File: src/rtl/u8cyr_pkg.sv
// Shared types, constants and the code point lookup for the UTF-8 Cyrillic to LCD converter.
package u8cyr_pkg;

    localparam int unsigned C_QUEUE_DEPTH = 4;

    localparam logic [7:0] C_LEAD_D0     = 8'hD0;
    localparam logic [7:0] C_LEAD_D1     = 8'hD1;
    localparam logic [7:0] C_QMARK       = 8'h3F;
    localparam logic [7:0] C_NUL         = 8'h00;
    localparam logic [7:0] C_MAX_CHARS_RST = 8'd63;
    localparam logic [7:0] C_ROM_YO_UPPER = 8'h45;
    localparam logic [7:0] C_ROM_YO_LOWER = 8'hB5;
    localparam logic [5:0] C_LOW_YO_UPPER = 6'h01;
    localparam logic [5:0] C_LOW_YO_LOWER = 6'h11;
    localparam logic [5:0] C_LOW_BASE     = 6'h10;

    localparam logic [1:0] C_PEND_NONE = 2'd0;
    localparam logic [1:0] C_PEND_D0   = 2'd1;
    localparam logic [1:0] C_PEND_D1   = 2'd2;

    // Mask bit positions of a queued bundle, in output order.
    localparam int unsigned C_SLOT_PAY0 = 0;
    localparam int unsigned C_SLOT_PAY1 = 1;
    localparam int unsigned C_SLOT_TERM = 2;

    // ROM codes for U+0410..U+044F.
    localparam logic [7:0] C_CYR_ROM [64] = '{
        8'h41, 8'hA0, 8'h42, 8'hA1, 8'h44, 8'h45, 8'hA3, 8'hA4,
        8'hA5, 8'hA6, 8'h4B, 8'hA7, 8'h4D, 8'h48, 8'h4F, 8'hA8,
        8'h50, 8'h43, 8'h54, 8'hA9, 8'hAA, 8'h58, 8'h43, 8'hAB,
        8'hAC, 8'hAC, 8'hAD, 8'hAE, 8'h62, 8'hAF, 8'hB0, 8'hB1,
        8'h61, 8'hB2, 8'hB3, 8'hB4, 8'h64, 8'h65, 8'hB6, 8'hB7,
        8'hB8, 8'hB9, 8'hBA, 8'hBB, 8'hBC, 8'hBD, 8'h6F, 8'hBE,
        8'h70, 8'h63, 8'hBF, 8'h79, 8'hAA, 8'h78, 8'h63, 8'hC0,
        8'hC1, 8'hC1, 8'hC2, 8'hC3, 8'hC4, 8'hC5, 8'hC6, 8'hC7
    };

    typedef struct packed {
        logic [7:0] in_byte;
        logic       end_of_string;
    } t_in_word;

    typedef struct packed {
        logic [7:0] out_byte;
        logic       last;
    } t_out_word;

    // Up to two payload words and the terminator caused by one input word.
    typedef struct packed {
        logic [2:0] mask;
        logic [7:0] pay0;
        logic [7:0] pay1;
    } t_bundle;

    function automatic logic [7:0] f_map_cyr(input logic lead_d1, input logic [5:0] low6);
        logic [7:0] code;
        code = C_QMARK;
        if (!lead_d1) begin
            if (low6 == C_LOW_YO_UPPER) begin
                code = C_ROM_YO_UPPER;
            end else if (low6 >= C_LOW_BASE) begin
                code = C_CYR_ROM[low6 - C_LOW_BASE];
            end
        end else begin
            if (low6 == C_LOW_YO_LOWER) begin
                code = C_ROM_YO_LOWER;
            end else if (low6 < C_LOW_BASE) begin
                code = C_CYR_ROM[{2'b11, low6[3:0]}];
            end
        end
        return code;
    endfunction

endpackage

File: src/rtl/utf8_cyrillic_to_lcd_charset.sv
// Top level of the UTF-8 Cyrillic to LCD character-ROM byte converter.
// Output words pass through the bundle queue, the current-bundle register and the
// output register. Throughput: one input word per cycle; the output side moves one
// word per cycle unless stalled, so a multi-word input word holds the serializer
// until all its words are taken. Input stalls only when the bundle queue is full.
// Reset is synchronous, active low; it clears state and sets max_chars to 63.
module utf8_cyrillic_to_lcd_charset #(
    parameter int unsigned QUEUE_DEPTH = u8cyr_pkg::C_QUEUE_DEPTH
) (
    input  logic                 i_clk,
    input  logic                 i_rst_n,
    input  logic                 i_in_valid,
    output logic                 o_in_stall,
    input  u8cyr_pkg::t_in_word  i_in_word,
    output logic                 o_out_valid,
    input  logic                 i_out_stall,
    output u8cyr_pkg::t_out_word o_out_word,
    input  logic                 i_cfg_wr_en,
    input  logic [7:0]           i_cfg_wr_data
);
    import u8cyr_pkg::*;

    logic    accept;
    logic    push;
    logic    pop;
    logic    q_empty;
    logic    q_full;
    t_bundle push_bundle;
    t_bundle pop_bundle;

    assign o_in_stall = q_full;
    assign accept     = i_in_valid && !q_full;

    u8cyr_front u_front (
        .i_clk         (i_clk),
        .i_rst_n       (i_rst_n),
        .i_accept      (accept),
        .i_in_word     (i_in_word),
        .i_cfg_wr_en   (i_cfg_wr_en),
        .i_cfg_wr_data (i_cfg_wr_data),
        .o_push        (push),
        .o_bundle      (push_bundle)
    );

    u8cyr_queue #(
        .DEPTH (QUEUE_DEPTH)
    ) u_queue (
        .i_clk    (i_clk),
        .i_rst_n  (i_rst_n),
        .i_push   (push),
        .i_bundle (push_bundle),
        .i_pop    (pop),
        .o_bundle (pop_bundle),
        .o_empty  (q_empty),
        .o_full   (q_full)
    );

    u8cyr_back u_back (
        .i_clk       (i_clk),
        .i_rst_n     (i_rst_n),
        .i_bundle    (pop_bundle),
        .i_empty     (q_empty),
        .o_pop       (pop),
        .o_out_valid (o_out_valid),
        .i_out_stall (i_out_stall),
        .o_out_word  (o_out_word)
    );

endmodule

File: src/rtl/u8cyr_front.sv
// Front end: accepts input words, tracks the pending lead and the payload count, builds bundles.
module u8cyr_front (
    input  logic               i_clk,
    input  logic               i_rst_n,
    input  logic               i_accept,
    input  u8cyr_pkg::t_in_word i_in_word,
    input  logic               i_cfg_wr_en,
    input  logic [7:0]         i_cfg_wr_data,
    output logic               o_push,
    output u8cyr_pkg::t_bundle o_bundle
);
    import u8cyr_pkg::*;

    logic [1:0] r_pending;
    logic [1:0] n_pending;
    logic [7:0] r_count;
    logic [7:0] n_count;
    logic [7:0] r_max_chars;

    logic       pend;
    logic       is_cont;
    logic       is_lead;
    logic       fresh;
    logic       eos;
    logic [7:0] b;
    logic       req0;
    logic       req1;
    logic       ok0;
    logic       ok1;
    logic [7:0] pay0;
    logic [7:0] pay1;
    logic [7:0] count_a;

    always_comb begin
        b       = i_in_word.in_byte;
        eos     = i_in_word.end_of_string;
        pend    = (r_pending != C_PEND_NONE);
        is_cont = (b[7:6] == 2'b10);
        is_lead = (b == C_LEAD_D0) || (b == C_LEAD_D1);
        fresh   = !(pend && is_cont);

        req0 = pend;
        pay0 = is_cont ? f_map_cyr(r_pending == C_PEND_D1, b[5:0]) : C_QMARK;

        req1      = 1'b0;
        pay1      = C_QMARK;
        n_pending = C_PEND_NONE;
        if (fresh) begin
            if (!b[7]) begin
                req1 = 1'b1;
                pay1 = b;
            end else if (is_lead && !eos) begin
                n_pending = (b == C_LEAD_D0) ? C_PEND_D0 : C_PEND_D1;
            end else begin
                req1 = 1'b1;
            end
        end

        ok0     = req0 && (r_count < r_max_chars);
        count_a = r_count + {7'd0, ok0};
        ok1     = req1 && (count_a < r_max_chars);
        n_count = eos ? 8'd0 : count_a + {7'd0, ok1};

        o_bundle.mask               = '0;
        o_bundle.mask[C_SLOT_PAY0]  = ok0;
        o_bundle.mask[C_SLOT_PAY1]  = ok1;
        o_bundle.mask[C_SLOT_TERM]  = eos;
        o_bundle.pay0               = pay0;
        o_bundle.pay1               = pay1;
        o_push = i_accept && (ok0 || ok1 || eos);
    end

    always_ff @(posedge i_clk) begin
        if (!i_rst_n) begin
            r_pending   <= C_PEND_NONE;
            r_count     <= '0;
            r_max_chars <= C_MAX_CHARS_RST;
        end else begin
            if (i_accept) begin
                r_pending <= n_pending;
                r_count   <= n_count;
            end
            if (i_cfg_wr_en) begin
                r_max_chars <= i_cfg_wr_data;
            end
        end
    end

    a_eos_clears: assert property (@(posedge i_clk) disable iff (!i_rst_n)
        (i_accept && i_in_word.end_of_string) |=> (r_pending == C_PEND_NONE && r_count == 8'd0))
        else $error("string end did not clear front state");

    a_pending_code: assert property (@(posedge i_clk) disable iff (!i_rst_n)
        r_pending != 2'd3)
        else $error("pending lead holds an unused code");

endmodule

File: src/rtl/u8cyr_queue.sv
// Short bundle queue between the front end and the output serializer.
module u8cyr_queue #(
    parameter int unsigned DEPTH = u8cyr_pkg::C_QUEUE_DEPTH
) (
    input  logic               i_clk,
    input  logic               i_rst_n,
    input  logic               i_push,
    input  u8cyr_pkg::t_bundle i_bundle,
    input  logic               i_pop,
    output u8cyr_pkg::t_bundle o_bundle,
    output logic               o_empty,
    output logic               o_full
);
    import u8cyr_pkg::*;

    localparam int unsigned PTR_W = (DEPTH > 1) ? $clog2(DEPTH) : 1;
    localparam int unsigned CNT_W = $clog2(DEPTH + 1);

    t_bundle            r_mem [DEPTH];
    logic [PTR_W-1:0]   r_wr_ptr;
    logic [PTR_W-1:0]   r_rd_ptr;
    logic [CNT_W-1:0]   r_count;
    logic               do_push;
    logic               do_pop;

    assign o_empty  = (r_count == '0);
    assign o_full   = (r_count == CNT_W'(DEPTH));
    assign o_bundle = r_mem[r_rd_ptr];
    assign do_push  = i_push && !o_full;
    assign do_pop   = i_pop && !o_empty;

    always_ff @(posedge i_clk) begin
        if (do_push) begin
            r_mem[r_wr_ptr] <= i_bundle;
        end
    end

    always_ff @(posedge i_clk) begin
        if (!i_rst_n) begin
            r_wr_ptr <= '0;
            r_rd_ptr <= '0;
            r_count  <= '0;
        end else begin
            if (do_push) begin
                r_wr_ptr <= (r_wr_ptr == PTR_W'(DEPTH - 1)) ? '0 : r_wr_ptr + 1'b1;
            end
            if (do_pop) begin
                r_rd_ptr <= (r_rd_ptr == PTR_W'(DEPTH - 1)) ? '0 : r_rd_ptr + 1'b1;
            end
            if (do_push && !do_pop) begin
                r_count <= r_count + 1'b1;
            end else if (do_pop && !do_push) begin
                r_count <= r_count - 1'b1;
            end
        end
    end

    a_count_bound: assert property (@(posedge i_clk) disable iff (!i_rst_n)
        r_count <= CNT_W'(DEPTH))
        else $error("queue count above depth");

    a_no_overflow: assert property (@(posedge i_clk) disable iff (!i_rst_n)
        !(i_push && o_full))
        else $error("push into full queue");

    a_no_underflow: assert property (@(posedge i_clk) disable iff (!i_rst_n)
        !(i_pop && o_empty))
        else $error("pop from empty queue");

endmodule

File: src/rtl/u8cyr_back.sv
// Back end: serializes queued bundles into output words through an output register.
module u8cyr_back (
    input  logic                i_clk,
    input  logic                i_rst_n,
    input  u8cyr_pkg::t_bundle  i_bundle,
    input  logic                i_empty,
    output logic                o_pop,
    output logic                o_out_valid,
    input  logic                i_out_stall,
    output u8cyr_pkg::t_out_word o_out_word
);
    import u8cyr_pkg::*;

    t_bundle   r_cur;
    t_bundle   n_cur;
    logic      r_out_valid;
    t_out_word r_out;
    t_out_word sel;
    logic      take;

    always_comb begin
        if (r_cur.mask[C_SLOT_PAY0]) begin
            sel.out_byte = r_cur.pay0;
            sel.last     = 1'b0;
        end else if (r_cur.mask[C_SLOT_PAY1]) begin
            sel.out_byte = r_cur.pay1;
            sel.last     = 1'b0;
        end else begin
            sel.out_byte = C_NUL;
            sel.last     = 1'b1;
        end

        take  = (r_cur.mask != '0) && (!r_out_valid || !i_out_stall);
        n_cur = r_cur;
        if (take) begin
            n_cur.mask = r_cur.mask & (r_cur.mask - 3'd1);
        end
        o_pop = !i_empty && (n_cur.mask == '0);
        if (o_pop) begin
            n_cur = i_bundle;
        end
    end

    always_ff @(posedge i_clk) begin
        if (take) begin
            r_out <= sel;
        end
        r_cur.pay0 <= n_cur.pay0;
        r_cur.pay1 <= n_cur.pay1;
        if (!i_rst_n) begin
            r_cur.mask  <= '0;
            r_out_valid <= 1'b0;
        end else begin
            r_cur.mask <= n_cur.mask;
            if (take) begin
                r_out_valid <= 1'b1;
            end else if (!i_out_stall) begin
                r_out_valid <= 1'b0;
            end
        end
    end

    assign o_out_valid = r_out_valid;
    assign o_out_word  = r_out;

    a_take_fills: assert property (@(posedge i_clk) disable iff (!i_rst_n)
        take |=> r_out_valid)
        else $error("taken word not presented");

    a_pop_only_when_done: assert property (@(posedge i_clk) disable iff (!i_rst_n)
        (o_pop && !take) |-> (r_cur.mask == '0))
        else $error("bundle replaced before it was drained");

endmodule

File: config.mk
export PLATFORM = sky130hd
export DESIGN_NAME = utf8_cyrillic_to_lcd_charset
export DESIGN_NICKNAME = d
export VERILOG_FILES = /design/src/rtl/u8cyr_pkg.sv /design/src/rtl/utf8_cyrillic_to_lcd_charset.sv /design/src/rtl/u8cyr_front.sv /design/src/rtl/u8cyr_queue.sv /design/src/rtl/u8cyr_back.sv
export SDC_FILE = /design/constraint.sdc
export NUM_CORES = 1
export LEC_CHECK = 0
export BUFFER_PORTS_ARGS = -buffer_cell sky130_fd_sc_hd__clkbuf_2
export CAP_MARGIN = 5
export CORE_ASPECT_RATIO = 1.25
export CORE_UTILIZATION = 50
export CTS_BUF_LIST = sky130_fd_sc_hd__clkbuf_4 sky130_fd_sc_hd__clkbuf_8 sky130_fd_sc_hd__clkbuf_16
export CTS_CLUSTER_DIAMETER = 40
export DETAILED_ROUTE_END_ITERATION = 16
export PLACE_DENSITY = 0.67
export SLEW_MARGIN = 20
export SYNTH_ARGS = -nofsm -noshare
export SYNTH_HDL_FRONTEND = slang
export SYNTH_HIERARCHICAL = 1
export SYNTH_SLANG_ARGS = --single-unit
File: constraint.sdc
create_clock -name i_clk -period 5.2 [get_ports i_clk]
set_input_delay 0.26 -clock i_clk [delete_from_list [all_inputs] [get_ports i_clk]]
set_output_delay 0.26 -clock i_clk [all_outputs]
set_load 0.05 [all_outputs]
* After elaboration in Yosys (flattened, before gate mapping)
Memory sizes are Yosys's and may differ from the RTL's. A register that Yosys moved wholly into a read port is not among the register bits. Index checks and enable logic that the tools add are counted. Widths: inputs -> output; s select.
Word-level totals: memory bits (read-only) 1024, input bits 22, register bits after elaboration 54, output and inout port bits 11, bits in latches 0, RAM bits 76, logic and storage cells 104, memories 3
Memories:
- (no name shown) | words 64, width 8, rd ports 1, clocked after memory_dff 0, wr ports 0, RTL line u8cyr_pkg.sv:62 | code = C_CYR_ROM[low6 - C_LOW_BASE];
- (no name shown) | words 64, width 8, rd ports 1, clocked after memory_dff 0, wr ports 0, RTL line u8cyr_pkg.sv:68 | code = C_CYR_ROM[{2'b11, low6[3:0]}];
- u_queue.r_mem | words 4, width 19, rd ports 1, clocked after memory_dff 1, wr ports 1, RTL line u8cyr_queue.sv:19 | t_bundle r_mem [DEPTH];
Cells by class: shift operators 0, bitwise logic cells 3, reduce and logical (&&, ||, !) cells 28, multipliers 0, div/mod/pow operators 0, order comparisons 6, eq/ne operators 10, mux-type cells 34, $add $sub $neg 8
Operator list (number):
- $mux 8 | 12
- $mux 19 | 1
- $mux 9 | 2
- $add 8x1->8 | 2
- $eq 8x8->1 const B | 2
- $lt 8x8->1 | 2
- $mux 2 | 8
- $ge 7x7->1 const B | 2
- $not 6->7 | 2
- $logic_and 1x1->1 | 12
- $mux 3 | 3
- $eq 2x2->1 const B | 4
- $logic_not 1->1 | 7
- $mux 1 | 7
- $mux 7 | 1
- $eq 6x1->1 const B | 1
- $eq 6x5->1 const B | 1
- $ge 6x5->1 const B | 1
- $logic_not 3->1 | 2
- $lt 6x5->1 const B | 1
- $sub 3x1->3 const B | 2
- $sub 6x5->6 const B | 1
- $add 2x1->2 const B | 2
- $logic_or 1x1->1 | 4
- 6 further kinds | 7

* Longest topological paths before layout
depth in word-level cells 15, gate-level depth with buffers 24, mapped depth without buffers 22

* Modules after synthesis
Netlist, hierarchy kept.
By module, submodules not included:
- u8cyr_queue | instances 1, cells each 150, seq. area each 2462.4 um^2, area an instance 3265.6 um^2
- u8cyr_front | instances 1, cells each 345, seq. area each 360.3 um^2, area an instance 2504.9 um^2
- u8cyr_back | instances 1, cells each 66, seq. area each 830.8 um^2, area an instance 1091.0 um^2
- utf8_cyrillic_to_lcd_charset | instances 1, cells each 1, seq. area each 0.0 um^2, area an instance 13.8 um^2

* Worst setup path before layout
No wires, ideal clock.
kind flip-flop to flip-flop, from register u_front.r_count[7], to register u_queue.r_count[2], stages on the path, launching flop included 24, arrival time 4.826 ns, setup slack 0.299 ns, setup time 0.076 ns, required time 5.124 ns, buffers on the path 2, cells stage by stage dfxtp_1 ha_1 a211oi_1 o21ai_0 a21oi_1 ha_1 ha_1 buf_2 nand3_1 nor2_1 xor2_1 ha_1 a21o_1 a221o_1 a311oi_1 o31a_1 nor2b_1 buf_2 ha_1 inv_1 fa_1 xor2_1 or3_1 a21boi_0
Between the ends: longest elaborated chain between the ends 12, elaborated cells between the ends (all ways) 14, those cells by class 1 x add/sub; 2 x order compare; 1 x mux; 10 x reduce/logical
RTL lines:
- start, declared | RTL line u8cyr_front.sv:16 | logic [7:0] r_count;
- start signal, assigned | RTL line u8cyr_front.sv:81 | r_count <= n_count;
- $lt 8x8->1 (*) | RTL line u8cyr_front.sv:59 | ok0 = req0 && (r_count < r_max_chars);
- $logic_and 1x1->1 (*) | RTL line u8cyr_front.sv:59
- named net u_front.ok0 | RTL line u8cyr_front.sv:28 | logic ok0;
- $add 8x1->8 (*) | RTL line u8cyr_front.sv:60 | count_a = r_count + {7'd0, ok0};
- $lt 8x8->1 (*) | RTL line u8cyr_front.sv:61 | ok1 = req1 && (count_a < r_max_chars);
- $logic_and 1x1->1 (*) | RTL line u8cyr_front.sv:61
- named net u_front.ok1 | RTL line u8cyr_front.sv:29 | logic ok1;
- $logic_or 1x1->1 (*) (2 in series) | RTL line u8cyr_front.sv:70 | o_push = i_accept && (ok0 || ok1 || eos);
- $logic_and 1x1->1 (*) | RTL line u8cyr_front.sv:70
- named net push | RTL line utf8_cyrillic_to_lcd_charset.sv:24 | logic push;
- $logic_and 1x1->1 (*) | RTL line u8cyr_queue.sv:29 | assign do_push = i_push && !o_full;
- named net u_queue.do_push | RTL line u8cyr_queue.sv:23 | logic do_push;
- $logic_not 1->1 | RTL line u8cyr_queue.sv:52 | end else if (do_pop && !do_push) begin
- $logic_and 1x1->1 | RTL line u8cyr_queue.sv:52
- $reduce_bool 2->1 (no source line)
- end signal, assigned | RTL line u8cyr_queue.sv:51 | r_count <= r_count + 1'b1;
- end signal, assigned | RTL line u8cyr_queue.sv:53 | r_count <= r_count - 1'b1;
- end, declared | RTL line u8cyr_queue.sv:22 | logic [CNT_W-1:0] r_count;
Mark *: on every way through the listed nets, which the timed path passes. The rest lies on a longest branch. A chain may end at the register's enable or synchronous reset.

==> metrics <==
Slew HR 40.97%; Synth Instances 562; Crit. End Element flip-flop; post-DP HPWL 8762 um; Syn-to-layout area delta 11.90%; worst path cell trace inv_1, ha_1, a211oi_1, o21ai_0, a21oi_1, ha_2, ha_1, nand3_1, nor2_1, xor2_1, ha_1, a21o_1, a221o_1, a311oi_2, o31a_1, nor2b_2, ha_1, inv_1, fa_1, xor2_1, or3_1, a21boi_0; Hold/Removal Path Class in -> reg; fill count 1,058; CP peak stage delay 0.37 ns; RSZ-0062 raised after global routing no; Critical Path Most Common Cell ha_1; Initial DRC Count 300; Avg Vias per Cell 5.855; Seq/Total Area, Yosys 53.14%; Netlist cell types 73; total grt overflow 0; max cap viols 0; Avg Cell Area, Syn 12.23 um^2; largest net degree at the start of global routing 38; Die Y 133.1 um; final slew viol count 0; clock transition at the registers of the reported paths 0.06 ns; reg2reg path depth 22; Longest Clk Path Bufs 2; Final Wtd Congestion 0.9181; Max VDD drop 307.7 uV; mean routed wirelength per cell 17.06 um; asr flop ratio synth 0%; final hold slack 0.05907 ns; pre-CTS setup slack 0.1325 ns; synth warn 6; die area 14,230 um^2; vias in the first global route 4,406; Die Wd 106.9 um; number of synthesized flops with an enable pin 101; Worst Hold Launch i_cfg_wr_data[1]; Starting Density 51.50%; Core Region 13,350 um^2; fmax 0.2060 GHz; Max FO, Critical Path 4; startpoint class of the critical path flip-flop; Worst Path Required 5.53 ns; pwr/cell area 440.8 nW/um^2; wirelength, routed 13,150 um; WHS Endpoint u_front/r_max_chars[1]; Synth Net Count 619; Worst EP arrival 5.18 ns; r2r startpoint u_front/r_max_chars[7]; PortBufs 32; Worst Tran Pin Value 0.8842 ns; Synth Flop Type edfxtp_1; share of layout cells above drive strength 1 18.50%; Skew-Pair Late Insertion Delay 0.41 ns; Setup CP Type reg -> reg; Vias 4,514; Synth area leaders edfxtp_1 (44%), dfxtp_1 (9.0%), ha_1 (6.2%); status completed; Cell Area, Synth 6875 um^2; io pins 33; Worst Skew 0.008173 ns; FF+latch count, synth 132; Inst Count DP 738; first-pass detailed-route iteration total 5; share of the synthesized area in the top cell type 44.11%; final cell count without fillers 771; # clock sinks 132; Worst R2R End u_queue/r_count[2]; crit path from u_front/r_max_chars[7]; Setup TNS 0 ns; Leak 2.901 nW; # setup viols final 0; total CTS buffers 17; first-pass GRT wire length 21,780 um; H-tree depth 4; Total Routing Usage GR 19.88%; hold_buf cts 0; remaining antenna violation count 0; Worst R2R Setup Slack 0.35 ns; Root Buffer Master clkbuf_16; Final Cycle Share 93.36%; drt drc 0; Antenna Cells 0; Cells on Worst Hold Path 3; Final WS setup 0.3453 ns; TritonCTS clock tree done; Hold Fails Final Rpt 0; area leader, netlist edfxtp_1; Min Clock Period, post-route 4.855 ns; Nets 644; slowest CP cell fa_1; initial antenna violation count 0; row cnt 47
## cells in the mapped netlist (all sizes together) (8+ instances only)
cell and n:
edfxtp 101, nand2 39, ha 34, dfxtp 31
a21oi 29, buf 27, nor2 26, inv 23
o21ai 23, mux4 20, nor2b 17, clkbuf 12
nand3 11, nor3 10, o211ai 10, a22o 9
and2 9, nand2b 9, mux2i 8
## logic make-up (layout without fill, tap and decap cells)
kind of cell / count (synthesis) / count (layout) / share of synthesized area [%]
compound gates: 137 / 137 / 13.81
xor+xnor: 13 / 13 / 1.656
fa+ha+maj: 36 / 36 / 6.642
buf+inv: 63 / 101 / 4.604
flops: 132 / 132 / 53.14
mux: 28 / 28 / 8.208
other cells: 1 / 1 / 0.05454
simple gates: 152 / 152 / 11.88
## state kept, by name, indices dropped and copies added (netlist names), named ones only
name                 flops
u_front/r_max_chars      8
u_queue/r_mem           76
u_back/r_cur            19
u_queue/r_count          3
u_queue/r_wr_ptr         2
u_back/o_out_valid       1
u_back/o_out_word        9
u_front/r_count          8
u_queue/r_rd_ptr         2
u_front/r_pending        2
## worst max path at each step
stage	end	slack, ns	depth (start not counted)
after floorplan	u_queue/r_count[2]	0.30	23
after global placement	u_queue/r_count[2]	0.34	22
after detailed placement	u_queue/r_count[2]	0.13	21
after CTS	u_queue/r_count[2]	0.11	21
after global routing	u_queue/r_count[2]	0.02	22
final	u_queue/r_count[2]	0.35	22
## through the flow
step           util, %  cell area, um^2  power, mW
2_1_floorplan        -             6875      2.123
3_3_place_gp     53.29             7113      2.275
3_5_place_dp     53.29             7113      2.302
5_1_grt          57.63             7694      3.558
6_report         57.63             7694      3.391
4_1_cts          57.47             7672      3.426
## repair_timing
action / CTS / global route
setup endpoints to repair: 0 / 5
setup buffers: 0 / 1
gates resized for setup: 0 / 5
## worst max-delay path, delay by kind of cell (launching register included)
family | cells | cell delay (ns)
AOI/OAI and AO/OA | 8 | 1.67
xor gates and xnor gates | 2 | 0.42
adders and majority gates | 6 | 1.53
buffers and inverters | 2 | 0.12
DFF | 1 | 0.32
and+or+nand+nor | 4 | 0.71
## report_power, final
part	switching, mW	total [mW]	internal, mW
Clock	0.452	1.12	0.665
Combinational	0.494	0.781	0.287
Sequential	0.0939	1.49	1.40
## layout make-up
type	instances	area (um^2)	share of cell area [%]
Sequential cell	132	3656	47.52
Multi-Input combinational cell	367	2917	37.91
Clock buffer	18	432.9	5.627
Timing Repair Buffer	45	257.7	3.350
Tap cell	171	214.0	2.781
Clock inverter	14	126.4	1.643
Inverter	24	90.09	1.171
## cell usage in the layout (no fill, tap or decap), drive strengths merged, types with 11 or more instances in the layout
cell    netlist  final
a21oi        29     29
buf          27     13
clkbuf       12     50
dfxtp        31     31
edfxtp      101    101
ha           34     34
inv          23     28
mux4         20     20
nand2        39     39
nand3        11     11
nor2         26     26
nor2b        17     17
o21ai        23     23
## per-layer routing
metal / share of wire [%] / track usage (%) / routed length, um
met1: 45 / 25.77 / 5854
met2: 50 / 32.51 / 6535
met3: 4.2 / 5.235 / 555
met5: 0 / 0 / 0
met4: 1.6 / 6.469 / 204
Note: power is estimated with default switching activity, not from simulation.
